`src/rtl/kwm_pkg.sv`:
```
package kwm_pkg;

    localparam int HIST_DEPTH = 11;
    localparam int WIN_LEN    = HIST_DEPTH + 1;
    localparam int KW_COUNT   = 17;
    localparam int KW_BITS    = 8 * WIN_LEN;

    typedef logic [7:0] txt_byte_t;

    typedef enum logic [1:0] {
        SEV_LOW      = 2'd0,
        SEV_MEDIUM   = 2'd1,
        SEV_HIGH     = 2'd2,
        SEV_CRITICAL = 2'd3
    } sev_t;

    // shift / clear strobe shared by every window cell
    typedef struct packed {
        logic shift;
        logic clear;
    } cell_ctrl_t;

    // keywords right aligned: bits [7:0] hold the final character
    localparam logic [KW_BITS-1:0] KW_TEXT [KW_COUNT] = '{
        KW_BITS'("honeytoken"),
        KW_BITS'("credential"),
        KW_BITS'("/etc/passwd"),
        KW_BITS'("..%2f"),
        KW_BITS'("../"),
        KW_BITS'("union select"),
        KW_BITS'(" or 1=1"),
        KW_BITS'("curl "),
        KW_BITS'("wget "),
        KW_BITS'("powershell"),
        KW_BITS'("cmd.exe"),
        KW_BITS'("ssh"),
        KW_BITS'("database"),
        KW_BITS'("mysql"),
        KW_BITS'("admin"),
        KW_BITS'("login"),
        KW_BITS'("api")
    };

    localparam int KW_LEN [KW_COUNT] = '{
        10, 10, 11, 5, 3, 12, 7,
        5, 5, 10, 7, 3, 8, 5,
        5, 5, 3
    };

    localparam sev_t KW_LEVEL [KW_COUNT] = '{
        SEV_CRITICAL, SEV_CRITICAL, SEV_CRITICAL, SEV_CRITICAL,
        SEV_CRITICAL, SEV_CRITICAL, SEV_CRITICAL,
        SEV_HIGH, SEV_HIGH, SEV_HIGH, SEV_HIGH, SEV_HIGH, SEV_HIGH, SEV_HIGH,
        SEV_MEDIUM, SEV_MEDIUM, SEV_MEDIUM
    };

    // ascii upper case to lower case, everything else untouched
    function automatic txt_byte_t fold_byte(input txt_byte_t b);
        txt_byte_t r;
        r = b;
        if (b >= 8'h41 && b <= 8'h5A)
        begin
            r = b + 8'h20;
        end
        return r;
    endfunction

endpackage

```
`src/rtl/kwm_in_if.sv`:
```
interface kwm_in_if;
    logic                valid;
    logic                ready;
    kwm_pkg::txt_byte_t  text_byte;
    logic                last_byte;

    modport source (output valid, output text_byte, output last_byte, input ready);
    modport sink   (input valid, input text_byte, input last_byte, output ready);
endinterface

```
`src/rtl/kwm_out_if.sv`:
```
interface kwm_out_if;
    logic          valid;
    logic          ready;
    kwm_pkg::sev_t severity;
    logic          alert_flag;

    modport source (output valid, output severity, output alert_flag, input ready);
    modport sink   (input valid, input severity, input alert_flag, output ready);
endinterface

```
`src/rtl/kwm_cell.sv`:
```
module kwm_cell (
    input  logic                clk,
    input  logic                rst_n,
    input  kwm_pkg::cell_ctrl_t ctrl,
    input  kwm_pkg::txt_byte_t  shift_in,
    output kwm_pkg::txt_byte_t  held
);

    kwm_pkg::txt_byte_t byte_reg;
    kwm_pkg::txt_byte_t byte_next;

    always_comb
    begin
        byte_next = byte_reg;
        if (ctrl.clear)
        begin
            byte_next = '0;
        end
        else if (ctrl.shift)
        begin
            byte_next = shift_in;
        end
    end

    always_ff @(posedge clk or negedge rst_n)
    begin
        if (!rst_n)
        begin
            byte_reg <= '0;
        end
        else
        begin
            byte_reg <= byte_next;
        end
    end

    assign held = byte_reg;

endmodule

```
`src/rtl/kwm_match.sv`:
```
module kwm_match (
    input  logic [kwm_pkg::WIN_LEN-1:0][7:0] win,
    output kwm_pkg::sev_t                    level
);

    // win[0] is the current byte, win[i] the byte i places earlier
    always_comb
    begin
        logic hit;
        kwm_pkg::sev_t best;
        best = kwm_pkg::SEV_LOW;
        for (int k = 0; k < kwm_pkg::KW_COUNT; k++)
        begin
            hit = 1'b1;
            for (int i = 0; i < kwm_pkg::WIN_LEN; i++)
            begin
                if (i < kwm_pkg::KW_LEN[k] && win[i] != kwm_pkg::KW_TEXT[k][8*i +: 8])
                begin
                    hit = 1'b0;
                end
            end
            if (hit && kwm_pkg::KW_LEVEL[k] > best)
            begin
                best = kwm_pkg::KW_LEVEL[k];
            end
        end
        level = best;
    end

endmodule

```
`src/rtl/keyword_severity_matcher.sv`:
```
// keyword_severity_matcher
//
// text_ch (sink) takes one word per clock: text_byte plus last_byte, which
// marks the final byte of an event text (event type, space, payload).
// every byte is folded to lower case (ascii a..z) and compared, together
// with the eleven bytes before it, against seventeen fixed keywords; a hit
// raises a sticky severity (medium, high, critical) held for the text.
// result_ch (source) gives one word per text: severity and alert_flag,
// presented the cycle after the last byte is taken, from an output register.
// bytes that are not last give no word.
// throughput is one byte per clock while text_ch.ready is high; the compare
// of the twelve-byte window against all keywords is combinational, between
// the input handshake and the window cells / severity register.
// text_ch.ready drops only while a result word is held and result_ch.ready
// is low; when the receiver takes the word the next byte is accepted in the
// same cycle.
// reset clears the window cells to zero, severity to low, and empties the
// output register; an accepted last byte clears cells and severity too.
module keyword_severity_matcher (
    input  logic          clk,
    input  logic          rst_n,
    kwm_in_if.sink        text_ch,
    kwm_out_if.source     result_ch
);

    // window cells: hist[0] is the most recent earlier byte
    kwm_pkg::txt_byte_t hist [kwm_pkg::HIST_DEPTH];
    kwm_pkg::txt_byte_t cur_byte;
    kwm_pkg::cell_ctrl_t cell_ctrl;
    logic [kwm_pkg::WIN_LEN-1:0][7:0] win;
    kwm_pkg::sev_t win_level;

    logic in_accept;
    logic out_free;

    kwm_pkg::sev_t sev_reg;
    kwm_pkg::sev_t sev_next;
    kwm_pkg::sev_t sev_max;

    logic          out_valid_reg;
    logic          out_valid_next;
    kwm_pkg::sev_t out_sev_reg;
    logic          out_alert_reg;

    assign out_free         = !out_valid_reg || result_ch.ready;
    assign text_ch.ready    = out_free;
    assign in_accept        = text_ch.valid && out_free;

    assign cur_byte         = kwm_pkg::fold_byte(text_ch.text_byte);
    assign cell_ctrl.shift  = in_accept && !text_ch.last_byte;
    assign cell_ctrl.clear  = in_accept && text_ch.last_byte;

    // chain of window cells, each loading from its neighbor on a shift
    genvar gi;
    generate
        for (gi = 0; gi < kwm_pkg::HIST_DEPTH; gi++)
        begin : g_cell
            kwm_pkg::txt_byte_t from_left;
            if (gi == 0)
            begin : g_head
                assign from_left = cur_byte;
            end
            else
            begin : g_body
                assign from_left = hist[gi-1];
            end
            kwm_cell u_cell (
                .clk      (clk),
                .rst_n    (rst_n),
                .ctrl     (cell_ctrl),
                .shift_in (from_left),
                .held     (hist[gi])
            );
            assign win[gi+1] = hist[gi];
        end
    endgenerate

    assign win[0] = cur_byte;

    kwm_match u_match (
        .win   (win),
        .level (win_level)
    );

    // running severity only rises within a text
    assign sev_max = (win_level > sev_reg) ? win_level : sev_reg;

    always_comb
    begin
        sev_next = sev_reg;
        if (in_accept)
        begin
            sev_next = text_ch.last_byte ? kwm_pkg::SEV_LOW : sev_max;
        end
    end

    always_comb
    begin
        out_valid_next = out_valid_reg;
        if (result_ch.ready)
        begin
            out_valid_next = 1'b0;
        end
        if (in_accept && text_ch.last_byte)
        begin
            out_valid_next = 1'b1;
        end
    end

    always_ff @(posedge clk or negedge rst_n)
    begin
        if (!rst_n)
        begin
            sev_reg       <= kwm_pkg::SEV_LOW;
            out_valid_reg <= 1'b0;
        end
        else
        begin
            sev_reg       <= sev_next;
            out_valid_reg <= out_valid_next;
        end
    end

    // result word payload
    always_ff @(posedge clk)
    begin
        if (in_accept && text_ch.last_byte)
        begin
            out_sev_reg   <= sev_max;
            out_alert_reg <= (sev_max != kwm_pkg::SEV_LOW);
        end
    end

    assign result_ch.valid      = out_valid_reg;
    assign result_ch.severity   = out_sev_reg;
    assign result_ch.alert_flag = out_alert_reg;

    // a result word appears only after a last byte was taken
    a_word_from_last: assert property (@(posedge clk) disable iff (!rst_n)
        $rose(out_valid_reg) |-> $past(in_accept && text_ch.last_byte))
        else $error("result word without a last byte");

    // a stalled result word blocks the input side
    a_stall_blocks: assert property (@(posedge clk) disable iff (!rst_n)
        (out_valid_reg && !result_ch.ready) |-> !text_ch.ready)
        else $error("byte accepted while result word stalled");

    // last byte clears the running severity and the window
    a_clear_on_last: assert property (@(posedge clk) disable iff (!rst_n)
        (in_accept && text_ch.last_byte)
        |=> (sev_reg == kwm_pkg::SEV_LOW && hist[0] == '0
             && hist[kwm_pkg::HIST_DEPTH-1] == '0))
        else $error("state not cleared after last byte");

    // alert flag agrees with the severity carried in the same word
    a_alert_level: assert property (@(posedge clk) disable iff (!rst_n)
        out_valid_reg |-> (out_alert_reg == (out_sev_reg != kwm_pkg::SEV_LOW)))
        else $error("alert flag disagrees with severity");

    // severity never drops inside a text
    a_sev_monotonic: assert property (@(posedge clk) disable iff (!rst_n)
        (in_accept && !text_ch.last_byte) |=> (sev_reg >= $past(sev_reg)))
        else $error("running severity decreased");

endmodule

```
`src/flat_wrapper.sv`:
```
// flat-port wrapper written by rule: the top's interface ports become plain ports
module keyword_severity_matcher_flat 
  (clk, rst_n, text_ch_valid, text_ch_text_byte, text_ch_last_byte, text_ch_ready, result_ch_valid, result_ch_severity, result_ch_alert_flag, result_ch_ready);
  kwm_in_if text_ch_i ();
  kwm_out_if result_ch_i ();
  input  logic clk;
  input  logic rst_n;
  input wire logic [$bits(text_ch_i.valid)-1:0] text_ch_valid;
  input wire logic [$bits(text_ch_i.text_byte)-1:0] text_ch_text_byte;
  input wire logic [$bits(text_ch_i.last_byte)-1:0] text_ch_last_byte;
  output wire logic [$bits(text_ch_i.ready)-1:0] text_ch_ready;
  output wire logic [$bits(result_ch_i.valid)-1:0] result_ch_valid;
  output wire logic [$bits(result_ch_i.severity)-1:0] result_ch_severity;
  output wire logic [$bits(result_ch_i.alert_flag)-1:0] result_ch_alert_flag;
  input wire logic [$bits(result_ch_i.ready)-1:0] result_ch_ready;
  assign text_ch_i.valid = text_ch_valid;
  assign text_ch_i.text_byte = text_ch_text_byte;
  assign text_ch_i.last_byte = text_ch_last_byte;
  assign text_ch_ready = text_ch_i.ready;
  assign result_ch_valid = result_ch_i.valid;
  assign result_ch_severity = result_ch_i.severity;
  assign result_ch_alert_flag = result_ch_i.alert_flag;
  assign result_ch_i.ready = result_ch_ready;
  keyword_severity_matcher u_core (.clk(clk), .rst_n(rst_n), .text_ch(text_ch_i), .result_ch(result_ch_i));
endmodule
```
`config.mk`:
```
export PLATFORM = sky130hd
export DESIGN_NAME = keyword_severity_matcher_flat
export DESIGN_NICKNAME = d
export VERILOG_FILES = /design/src/rtl/kwm_pkg.sv /design/src/rtl/kwm_in_if.sv /design/src/rtl/kwm_out_if.sv /design/src/rtl/kwm_cell.sv /design/src/rtl/kwm_match.sv /design/src/rtl/keyword_severity_matcher.sv /design/src/flat_wrapper.sv
export SDC_FILE = /design/constraint.sdc
export NUM_CORES = 1
export LEC_CHECK = 0
export ABC_AREA = 0
export BUFFER_PORTS_ARGS = -buffer_cell sky130_fd_sc_hd__buf_2
export CAP_MARGIN = 10
export CORE_MARGIN = 5
export CORE_UTILIZATION = 32
export CTS_CLUSTER_DIAMETER = 200
export CTS_CLUSTER_SIZE = 24
export DETAILED_ROUTE_END_ITERATION = 8
export PLACE_DENSITY = 0.49
export SLEW_MARGIN = 20
export SYNTH_ARGS = -nofsm -noshare
export SYNTH_HDL_FRONTEND = slang
export SYNTH_SLANG_ARGS = --single-unit
```
`constraint.sdc`:
```
create_clock -name clk -period 3.2 [get_ports clk]
set_input_delay 0.16 -clock clk [delete_from_list [all_inputs] [get_ports clk]]
set_output_delay 0.16 -clock clk [all_outputs]
set_load 0.02 [all_outputs]
```
==> results of run 1 <==
## layer usage
metal / up-vias / global-route usage / share of wire
li1: 2490 / - / -
met1: 2463 / 0.2993 / 0.49
met2: 87 / 0.3351 / 0.46
met3: 25 / 0.03713 / 0.033
met4: 0 / 0.04601 / 0.020
met5: - / 0 / 0
## cells in the final DEF (no fill, tap or decap), types with 5 or more instances in the layout
master | Yosys | layout
nand3_1 | 18 | 18
buf_2 | 2 | 16
o21ai_0 | 87 | 86
nand4_1 | 13 | 13
a21oi_1 | 8 | 6
nor4_1 | 17 | 15
nor4bb_1 | 12 | 12
nor2b_1 | 9 | 9
nand2_1 | 186 | 185
inv_1 | 6 | 6
nand2b_1 | 6 | 6
nand4b_1 | 10 | 10
o31ai_1 | 5 | 5
nand3b_1 | 7 | 7
clkbuf_16 | 0 | 9
nor3_1 | 11 | 10
dfrtp_1 | 91 | 91
nor2_1 | 21 | 19
buf_4 | 1 | 154
## final timing paths
kind	startpoint	to	cells after the start
setup / recovery	u_core.g_cell[5].u_cell.held[7]	u_core.result_ch.alert_flag	12
hold / removal	text_ch_text_byte[1]	u_core.g_cell[0].u_cell.held[1]	3
setup reg to reg	u_core.g_cell[5].u_cell.held[7]	u_core.result_ch.alert_flag	12
hold reg to reg	u_core.g_cell[10].u_cell.held[4]	u_core.g_cell[10].u_cell.held[4]	2
max in group asynchronous	rst_n	u_core.g_cell[4].u_cell.held[4]	3
min in group asynchronous	rst_n	u_core.g_cell[1].u_cell.held[2]	2
## metrics by stage
| stage | setup TNS (ps) | total power [uW] | instances | utilization | hold slack, ps |
|---|---|---|---|---|---|
| 2_1_floorplan | 0 | 1476 | 618 | - | -135.6 |
| 3_3_place_gp | -1050 | 1713 | 959 | 0.4086 | 348.6 |
| 3_5_place_dp | -916.7 | 1719 | 959 | 0.4086 | 354.4 |
| 4_1_cts | -91.69 | 2879 | 982 | 0.4348 | 81.59 |
| 5_1_grt | -868.8 | 2994 | 984 | 0.4374 | 120.0 |
| 6_report | -341.8 | 2859 | 984 | 0.4374 | 86.80 |
## worst register-to-register path: stages, from the launching register on
cell and delay, ps:
dfrtp_1 410, or3b_4 420, or4_4 560, nor3_4 170
nand4_1 160, a211oi_2 300, or3_4 170, a211oi_1 40
ha_1 310, buf_4 150, o22ai_4 170, buf_4 150
o211ai_1 70
## power by group
| group | switching (uW) | internal (uW) | total, uW |
|---|---|---|---|
| logic | 258 | 181 | 439 |
| clock network | 503 | 638 | 1140 |
| registers | 42.0 | 1240 | 1280 |
| total | 804 | 2060 | 2860 |
## cells by family (layout without fill, tap and decap cells)
family,Yosys count,in the layout,share of synthesized area
and+or+nand+nor,358,358,0.3663
AOI/OAI and AO/OA,117,117,0.1318
DFF,94,94,0.4583
buffers and inverters,45,195,0.03392
adders and majority gates,4,4,0.009690
## final cells by class
type / count / area, sq um / share of cell area
sequential: 94 / 2367 / 0.3407
multi-input combinational: 479 / 2709 / 0.3899
inverter: 7 / 26.28 / 0.003782
clock inverter: 5 / 66.31 / 0.009544
clock buffer: 11 / 242.7 / 0.03494
timing repair buffer: 172 / 1266 / 0.1822
tap: 216 / 270.3 / 0.03890
## what timing repair did
| action | in CTS | in global routing |
|---|---|---|
| buffers inserted | 6 | 2 |
| endpoints found under the hold margin | 68 | 0 |
| hold buffers | 1 | 0 |
| gates cloned | 0 | 0 |
| pin swaps | 10 | 5 |
| resized for setup | 11 | 6 |
| endpoints found under the setup margin | 3 | 3 |
==> key figures, run 1 <==
Global route
  • Total Routing Usage GR: 0.2103
  • Antenna violations before repair: 0
  • First-pass GRT wire length: 29780 um
  • Largest net degree at the start of global routing: 82
  • Vias in the first global route: about 5200
  • Grt total ovfl: 0

Placement
  • Dpl cell area: around 6500 sq um
  • RD Place Congestion: approximately 0.98
  • HPWL Detailed: 14450 um
  • Port bufs: 17
  • Worst slack, placed: -385.8 ps

Clock network
  • H-tree depth: 3
  • Clock slew at reported path FFs: roughly 70 ps
  • TritonCTS clock tree: built
  • Clock latency on the worst-skew pair: 360 ps
  • Num CTS Buffers: 9
  • Root buf cell: clkbuf_16
  • Num Clock Sinks: 94
  • Clock Path Buffers: 2

Route
  • Drt via density: 5.147
  • Final wirelength: around 19000 um
  • DRT antenna net count: 0
  • DRC Markers: 0
  • Routed len/inst: 19.15 um
  • Pre-antenna DRT Iters: 5
  • Vias: 5065
  • DR iter-0 viols: between 300 and 400

Layout
  • Antenna Cells: 0
  • Final net count: 780
  • Fill count: 1628
  • Share of cells above drive strength 1: 0.2773
  • Layout overhead on the synthesized area: 34.52%
  • Final instance area: 6948 sq um
  • Largest register FFs: 88

Critical path
  • Critical Path End Type: flop
  • Crit Path Class: reg -> reg
  • Nature of the critical path startpoint: flop
  • Data arrival, critical path: between 3000 and 4000 ps
  • Slowest-stage cell, CP: or4_4
  • Largest stage delay, worst path: 560 ps
  • Worst-path fanout max: 4
  • CP delay by family, top: simple AND/OR/NAND/NOR gates
  • R2R setup slack: -120 ps
  • Required time of the critical path: about 3300 ps
  • Buf/Inv on CP: 2
  • Most frequent CP cell: buf_4
  • CP Cell Sequence: or3b_4 -> or4_4 -> nor3_4 -> nand4_1 -> a211oi_2 -> or3_4 -> a211oi_1 -> ha_1 -> buf_4 -> o22ai_4 -> buf_4 -> o211ai_1

Synthesis
  • Post-synthesis cell count: approximately 600
  • Primary FF master, synth: dfrtp_1
  • Ys Warns: 0
  • Synth unique cells: 52
  • Most numerous cell in the Yosys netlist: nand2_1
  • Syn nets: 635
  • Post-synth top cells: nand2_1 (186), dfrtp_1 (91), o21ai_0 (87), clkbuf_1 (35), nor2_1 (21)
  • Top cells by area, synth: dfrtp_1 (44%), nand2_1 (14%), o21ai_0 (8.4%), clkbuf_1 (2.5%), nor4bb_1 (2.3%)
  • Synth async-reset ratio: 0.9681
  • Syn_area_per_cell: 8.358 sq um
  • Area leader, netlist: dfrtp_1
  • Sequential fraction of the synthesis area: 0.4583
  • #FFs+latches synth: 94
  • Number of flops mapped to enable cells by yosys: 3
  • Post-synth design cell area: roughly 5200 sq um
  • Top-area cell type share of the netlist area: 0.4409

Power and ir drop
  • P_leak: 0.002946 uW
  • Cell area power density: 411.5 nW/um^2
  • VDD IR max: 0.0002406 V

STA
  • Setup ws final: -118.2 ps
  • Final Hold Fails: 0
  • Final period utilization: 1.037
  • Max-slew headroom: 0.3815
  • # setup viols final: 3
  • Post-layout min period: about 3300 ps
  • Clk_skew: 9.707 ps
  • Final Max Slew Viols: 0
  • Slew of the pin with the lowest slew margin: between 900 and 1000 ps
  • RSZ-0062 raised after global routing: yes
  • Fmax: 301.4 MHz

Run status
  • Failing checks: setup timing
  • Status: finished with violations

Job
  • MaxCap Viol Count: 0

Die
  • I/O pin cnt: 18
  • Initial core utilization: 0.3251
  • Number of placement rows: 46
  • Die ar.: 18780 sq um
  • Die height: 137.0 um
  • Core area: 15890 sq um
  • Die Width: 137.0 um

Min path
  • Hold Crit Class: in -> reg
No activity file was read; power rests on OpenSTA's default activity.
==> run 2, diff against run 1 <==
--- a/config.mk
+++ b/config.mk
@@ -5,8 +5,8 @@
 export SDC_FILE = /design/constraint.sdc
 export NUM_CORES = 1
 export LEC_CHECK = 0
-export ABC_AREA = 0
-export BUFFER_PORTS_ARGS = -buffer_cell sky130_fd_sc_hd__buf_2
+export ABC_AREA = 1
+export BUFFER_PORTS_ARGS = -buffer_cell sky130_fd_sc_hd__buf_4
 export CAP_MARGIN = 10
 export CORE_MARGIN = 5
 export CORE_UTILIZATION = 32
==> run 2 against run 1 <==
Clock power up 5%; the run now ends clean; setup slack better by 250 ps; core utilization down 4.8 points; sequential share of layout area up 1.3 points; non-clock buffer count down 103; register-to-register slack better by 250 ps; maximum frequency up 8.0%; die area up 7.7%; via count up 9.9%; largest power group unchanged; largest cell class unchanged; critical path depth up 3; sequential cell count unchanged; clock skew up 0.92 ps.
==> key figures, run 2 <==
Die
  • Die Width: 142.2 um (+3.8%)
  • Die height: 142.2 um (+3.8%)
  • I/O pin cnt: 18 (unchanged)
  • Number of placement rows: 48 (+4.3%)
  • Core area: 17240 sq um (+8.5%)
  • Die ar.: 20220 sq um (+7.7%)
  • Initial core utilization: 0.3245 (-0.0006645)

Global route
  • Grt total ovfl: 0 (unchanged)
  • Total Routing Usage GR: 0.2211 (+0.01080)
  • Largest net degree at the start of global routing: 56 (-32%)
  • Vias in the first global route: 5637 (+8.3%)
  • Antenna violations before repair: 0 (unchanged)
  • First-pass GRT wire length: 33690 um (+13%)

Critical path
  • Required time of the critical path: 3320 ps (about the same)
  • Crit Path Class: reg -> reg
  • Critical Path End Type: flop
  • Nature of the critical path startpoint: flop
  • Data arrival, critical path: 3190 ps (-240 ps)
  • Worst-path fanout max: 4 (unchanged)

Placement
  • RD Place Congestion: 0.9484 (-3.0%)
  • Port bufs: 17 (unchanged)
  • HPWL Detailed: 17840 um (+23%)
  • Worst slack, placed: -77.44 ps (+308.4 ps)

STA
  • Setup ws final: 127.0 ps (+245.3 ps)
  • Clk_skew: 10.62 ps (+0.9162 ps)
  • Slew of the pin with the lowest slew margin: 717.6 ps (-210.2 ps)
  • Max-slew headroom: 0.5216 (+0.1401)
  • Fmax: 325.4 MHz (+8.0%)
  • # setup viols final: 0 (-3)
  • Final period utilization: 0.9603 (-0.07664)
  • Post-layout min period: 3073 ps (-245.3 ps)
  • RSZ-0062 raised after global routing: no
  • Setup tns final: 0 ps (+341.8 ps)
  • Final Hold Fails: 0 (unchanged)
  • Final Max Slew Viols: 0 (unchanged)

Synthesis
  • Synth unique cells: 37 (-29%)
  • Primary FF master, synth: dfrtp_1
  • Number of flops mapped to enable cells by yosys: 3 (unchanged)
  • #FFs+latches synth: 94 (unchanged)
  • Syn_area_per_cell: 7.457 sq um (-11%)
  • Area leader, netlist: dfrtp_1
  • Ys Warns: 0 (unchanged)
  • Post-synthesis cell count: 750 (+21%)
  • Syn nets: 767 (+21%)
  • Most numerous cell in the Yosys netlist: inv_1
  • Top cells by area, synth: dfrtp_1 (41%), o22ai_1 (9.2%), inv_1 (8.0%), nand2_1 (7.0%), nor2_1 (6.6%)
  • Post-synth top cells: inv_1 (119), nand2_1 (104), nor2_1 (98), dfrtp_1 (91), o22ai_1 (82)
  • Synth async-reset ratio: 0.9681 (unchanged)
  • Sequential fraction of the synthesis area: 0.4233 (-0.03507)
  • Post-synth design cell area: 5593 sq um (+8.3%)
  • Top-area cell type share of the netlist area: 0.4072 (-0.03373)

Layout
  • Most common cell after layout, fill and taps aside: inv_1
  • Antenna Cells: 0 (unchanged)
  • Largest register FFs: 88 (unchanged)
  • Final net count: 829 (+6.3%)
  • Most frequent cells in the layout: inv_1 (116), nand2_1 (103), nor2_1 (96), dfrtp_1 (90), o22ai_1 (82)
  • Fill count: 1832 (+13%)
  • Share of cells above drive strength 1: 0.1885 (-0.08885)
  • Layout overhead on the synthesized area: 19.87%

Run status
  • Status: finished, final reports clean

Clock network
  • Num Clock Sinks: 94 (unchanged)
  • Num CTS Buffers: 9 (unchanged)
  • Clock latency on the worst-skew pair: 350 ps (about the same)
  • Clock Path Buffers: 2 (unchanged)
  • Root buf cell: clkbuf_16
  • TritonCTS clock tree: built
  • H-tree depth: 3 (unchanged)
  • Clock slew at reported path FFs: 70 ps (about the same)

Route
  • DR iter-0 viols: 382 (+27%)
  • Drt via density: 5.341 (+3.8%)
  • Final wirelength: 21800 um (+16%)
  • Pre-antenna DRT Iters: 5 (unchanged)
  • Routed len/inst: 20.92 um (+9.2%)
  • DRT antenna net count: 0 (unchanged)
  • Vias: 5565 (+9.9%)
  • DRC Markers: 0 (unchanged)

Power and ir drop
  • Cell area power density: 436.8 nW/um^2 (+6.1%)
  • P_leak: 0.002895 uW (-1.8%)
  • VDD IR max: 0.0002324 V (-3.4%)

Job
  • MaxCap Viol Count: 0 (unchanged)

Min path
  • Hold Crit Class: in -> reg
==> run 2: kinds of logic (layout without fill, tap and decap cells) <==
family | after synthesis | after routing | synth area share
and+or+nand+nor | 392 | 392 | 0.3497
buffers and inverters | 162 | 229 | 0.1092
AOI/OAI and AO/OA | 98 | 98 | 0.1089
DFF | 94 | 94 | 0.4233
adders and majority gates | 4 | 4 | 0.008949
==> run 2: worst paths after layout <==
check                                                      start                               end  slack (ps)  depth (start not counted)
worst max-delay path             u_core.g_cell[0].u_cell.held[3]       u_core.result_ch.alert_flag         130                         15
worst min-delay path                           text_ch_last_byte                 u_core.sev_reg[0]         110                          4
worst max register to register   u_core.g_cell[0].u_cell.held[3]       u_core.result_ch.alert_flag         130                         15
worst min register to register  u_core.g_cell[10].u_cell.held[4]  u_core.g_cell[10].u_cell.held[4]         480                          2
max in group asynchronous                                  rst_n  u_core.g_cell[10].u_cell.held[7]        1990                          3
min in group asynchronous                                  rst_n   u_core.g_cell[9].u_cell.held[4]         390                          2
==> run 2: power by group <==
part           internal, uW  leakage [uW]  switching [uW]
Combinational           137       0.00145             299
Sequential             1240       0.00128            47.4
Clock                   694      0.000159             505
==> run 2: layout make-up <==
class                           count  area, sq um  share of cell area
Timing Repair Buffer               69        545.5             0.08137
Tap cell                          225        281.5             0.04199
Clock buffer                       10        229.0             0.03415
Sequential cell                    94         2369              0.3533
Clock inverter                      6        93.84             0.01400
Inverter                          144        543.0             0.08100
Multi-Input combinational cell    494         2643              0.3942
==> run 2: critical path, stage by stage (launching register included) <==
cell	delay, ps
dfrtp_1	420
inv_1	220
nand2_2	180
nor2_2	200
nand4_1	120
o31ai_2	320
nand4_1	170
o211ai_1	180
nor3_1	110
ha_1	310
nor2_1	40
nor2_1	90
a21oi_1	60
or2_2	290
nand2_1	90
nand2_1	50
==> run 2: layer usage <==
| layer | wire length [um] | global-route usage | part of all wire |
|---|---|---|---|
| met1 | 10120 | 0.3071 | 0.46 |
| met2 | 10380 | 0.3620 | 0.48 |
| met3 | 945 | 0.03259 | 0.043 |
| met4 | 357 | 0.05859 | 0.016 |
| met5 | 0 | 0 | 0 |
==> run 2: what timing repair did <==
action / in CTS / in global routing
buffers inserted: 0 / 1
setup endpoints to repair: 2 / 2
hold buffers: 1 / 0
gates cloned: 0 / 0
pin swaps: 0 / 1
endpoints found under the hold margin: 49 / 0
gates resized for setup: 3 / 8
==> run 2: through the flow <==
step / total power [uW] / instances / utilization / cell area (sq um) / hold WS, ps
6_report: 2928 / 1042 / 0.3889 / 6704 / 105.3
5_1_grt: 3054 / 1042 / 0.3889 / 6704 / 116.5
4_1_cts: 2950 / 1041 / 0.3873 / 6675 / 94.66
3_5_place_dp: 1745 / 1024 / 0.3675 / 6335 / 261.1
3_3_place_gp: 1743 / 1024 / 0.3675 / 6335 / 261.4
2_1_floorplan: 1539 / 750 / - / 5593 / -135.6
==> run 3, diff against run 2 <==
--- a/config.mk
+++ b/config.mk
@@ -8,7 +8,6 @@
 export ABC_AREA = 1
 export BUFFER_PORTS_ARGS = -buffer_cell sky130_fd_sc_hd__buf_4
 export CAP_MARGIN = 10
-export CORE_MARGIN = 5
 export CORE_UTILIZATION = 32
 export CTS_CLUSTER_DIAMETER = 200
 export CTS_CLUSTER_SIZE = 24
==> constraint.sdc (replaced) <==
create_clock -name clk -period 2.5 [get_ports clk]
set_input_delay 0.125 -clock clk [delete_from_list [all_inputs] [get_ports clk]]
set_output_delay 0.125 -clock clk [all_outputs]
set_load 0.02 [all_outputs]
==> run 3 against run 2 <==
The flow now finishes with violations (setup timing); global-route usage increased by 4.8 points; maximum frequency grew 7.7%; core utilization increased by 13 points; non-clock buffer count up 225; sequential share of layout area down 8.2 points; register-to-register slack got worse by 480 ps; via count up 14%; power increased by 40%; cell count up 21%; sequential cell count is the same; clock power is 37% higher; setup slack worse by 480 ps; critical endpoint unchanged.
==> key figures, run 3 (synthesized netlist as in run 2, its figures left out) <==
Placement
  • Dpl cell area: 7910 sq um (+25%)
  • Port bufs: 17 (unchanged)
  • HPWL Detailed: 18230 um (+2.2%)
  • Worst slack, placed: -628.6 ps (-551.1 ps)
  • RD Place Congestion: 0.9560 (+0.80%)

Clock network
  • H-tree depth: 3 (unchanged)
  • TritonCTS clock tree: built
  • Num Clock Sinks: 94 (unchanged)
  • Clock slew at reported path FFs: 70 ps (about the same)
  • Clock Path Buffers: 2 (unchanged)
  • Clock latency on the worst-skew pair: 360 ps (about the same)
  • Root buf cell: clkbuf_16
  • Num CTS Buffers: 9 (unchanged)

STA
  • Setup ws final: -352.0 ps (-479.1 ps)
  • Final period utilization: 1.141 (+0.1805)
  • # setup viols final: 3 (+3)
  • WHS: 62.95 ps (-42.38 ps)
  • Final Hold Fails: 0 (unchanged)
  • Clk_skew: 7.496 ps (-3.127 ps)
  • Post-layout min period: 2852 ps (-220.9 ps)
  • Fmax: 350.6 MHz (+7.7%)
  • Slew of the pin with the lowest slew margin: 813.1 ps (+95.47 ps)
  • Final Max Slew Viols: 0 (unchanged)
  • Max-slew headroom: 0.4580 (-0.06365)
  • RSZ-0062 raised after global routing: yes

Layout
  • Most frequent cells in the layout: buf_4 (286), inv_1 (108), nand2_1 (100), dfrtp_1 (88), o22ai_1 (82)
  • Layout overhead on the synthesized area: 56.35%
  • Final core utilization: 0.5199 (+0.1310)
  • Final net count: 1054 (+27%)
  • Largest register FFs: 88 (unchanged)
  • Most common cell after layout, fill and taps aside: buf_4
  • Antenna Cells: 0 (unchanged)
  • Final instance area: 8745 sq um (+30%)
  • Share of cells above drive strength 1: 0.4256 (+0.2371)

Route
  • WL met3: 954 um (+0.95%)
  • Metal2 WL: 10950 um (+5.5%)
  • Routed len/inst: 18.40 um (-12%)
  • Pre-antenna DRT Iters: 5 (unchanged)
  • DRT antenna net count: 0 (unchanged)
  • DRC Markers: 0 (unchanged)
  • DR top layer: met4
  • Final wirelength: 23200 um (+6.4%)
  • Vias: 6369 (+14%)
  • Met1 WL: 10930 um (+8.1%)
  • DR iter-0 viols: 468 (+23%)
  • Drt via density: 5.051 (-5.4%)

Critical path
  • Data arrival, critical path: 2970 ps (-220 ps)
  • RR Startpoint: u_core.g_cell[3].u_cell.held[2]
  • R2R setup slack: -350 ps (-480 ps)
  • Crit Path Class: reg -> reg
  • Last element of the critical path: u_core.result_ch.alert_flag
  • Crit path from: u_core.g_cell[3].u_cell.held[2]
  • Critical Path End Type: flop
  • Worst-path fanout max: 3 (-1)
  • Worst reg2reg path depth: 21 (+6)
  • R2r endpoint: u_core.result_ch.alert_flag
  • Required time of the critical path: 2610 ps (-710 ps)
  • Nature of the critical path startpoint: flop

Die
  • Initial core utilization: 0.3325 (+0.008062)
  • Number of placement rows: 47 (-2.1%)
  • Die Width: 134.2 um (-5.6%)
  • I/O pin cnt: 18 (unchanged)
  • Core area: 16820 sq um (-2.4%)
  • Die ar.: 18010 sq um (-11%)
  • Die height: 134.2 um (-5.6%)

Power and ir drop
  • Cell area power density: 468.8 nW/um^2 (+7.3%)
  • P_leak: 0.003994 uW (+38%)
  • VDD IR max: 0.0004502 V (+94%)

Run status
  • Status: finished with violations
  • Failing checks: setup timing

Global route
  • Antenna violations before repair: 0 (unchanged)
  • Total Routing Usage GR: 0.2694 (+0.04831)
  • Grt total ovfl: 0 (unchanged)
  • First-pass GRT wire length: 36020 um (+6.9%)
  • Largest net degree at the start of global routing: 90 (+61%)
  • Vias in the first global route: 6427 (+14%)

Min path
  • Hold Crit Class: in -> reg

Job
  • MaxCap Viol Count: 0 (unchanged)
-- run 3: worst max-delay path: stages, from the launching register on --
cell and delay (ps):
dfrtp_1 370, inv_2 60, nor2_4 200, buf_6 130
nand3_2 60, nor3_2 100, nand2_1 80, nor2_1 100
nand2_1 80, nor2_2 180, nand3_1 120, nand3_2 80
nor2_2 40, nand3_2 80, nor3_2 40, ha_1 300
nor2_1 40, nor2_1 100, a21oi_2 50, or2_4 250
nand2_2 80, nand2_1 50
-- run 3: per-layer routing --
| layer | vias up | global-route usage |
|---|---|---|
| li1 | 3108 | - |
| met1 | 3066 | 0.3699 |
| met2 | 169 | 0.4433 |
| met3 | 26 | 0.04157 |
| met4 | 0 | 0.06554 |
| met5 | - | 0 |
-- run 3: how the worst min path moves through the flow --
stage                                  from  slack [ps]  depth (start not counted)                          endpoint
after global placement                rst_n         270                          1  u_core.g_cell[10].u_cell.held[6]
final                     text_ch_last_byte          60                          4                 u_core.sev_reg[0]
after CTS                 text_ch_last_byte          50                          4                 u_core.sev_reg[0]
after detailed placement              rst_n         280                          1  u_core.g_cell[10].u_cell.held[7]
after global routing      text_ch_last_byte          70                          4                 u_core.sev_reg[0]
after floorplan                       rst_n        -170                          0   u_core.g_cell[0].u_cell.held[0]
-- run 3: final cells by class --
class / count / area, sq um
clock inverter: 6 / 116.4
multi-input combinational: 494 / 2949
timing repair buffer: 294 / 2262
inverter: 144 / 545.5
tap: 220 / 275.3
fill: 1692 / 8074
sequential: 94 / 2371
clock buffer: 9 / 225.2
-- run 3: timing repair --
item | 4_1_cts | 5_1_grt
setup endpoints to repair | 3 | 3
pin swaps | 23 | 6
resized for setup | 72 | 20
buffers inserted | 15 | 2
hold endpoints to repair | 61 | 0
hold buffers | 1 | 0
-- run 3: stage by stage --
step / setup TNS, ps / cells / power, uW
after floorplan: 0 / 750 / 1970
after global placement: -1727 / 1228 / 2407
after detailed placement: -1723 / 1228 / 2416
after CTS: -853.9 / 1259 / 4101
after global routing: -1550 / 1261 / 4255
final: -974.9 / 1261 / 4100
-- run 3: power breakdown --
group | switching, uW | internal, uW | total, uW
Clock | 660 | 982 | 1640
Combinational | 446 | 359 | 805
Sequential | 58.7 | 1590 | 1650
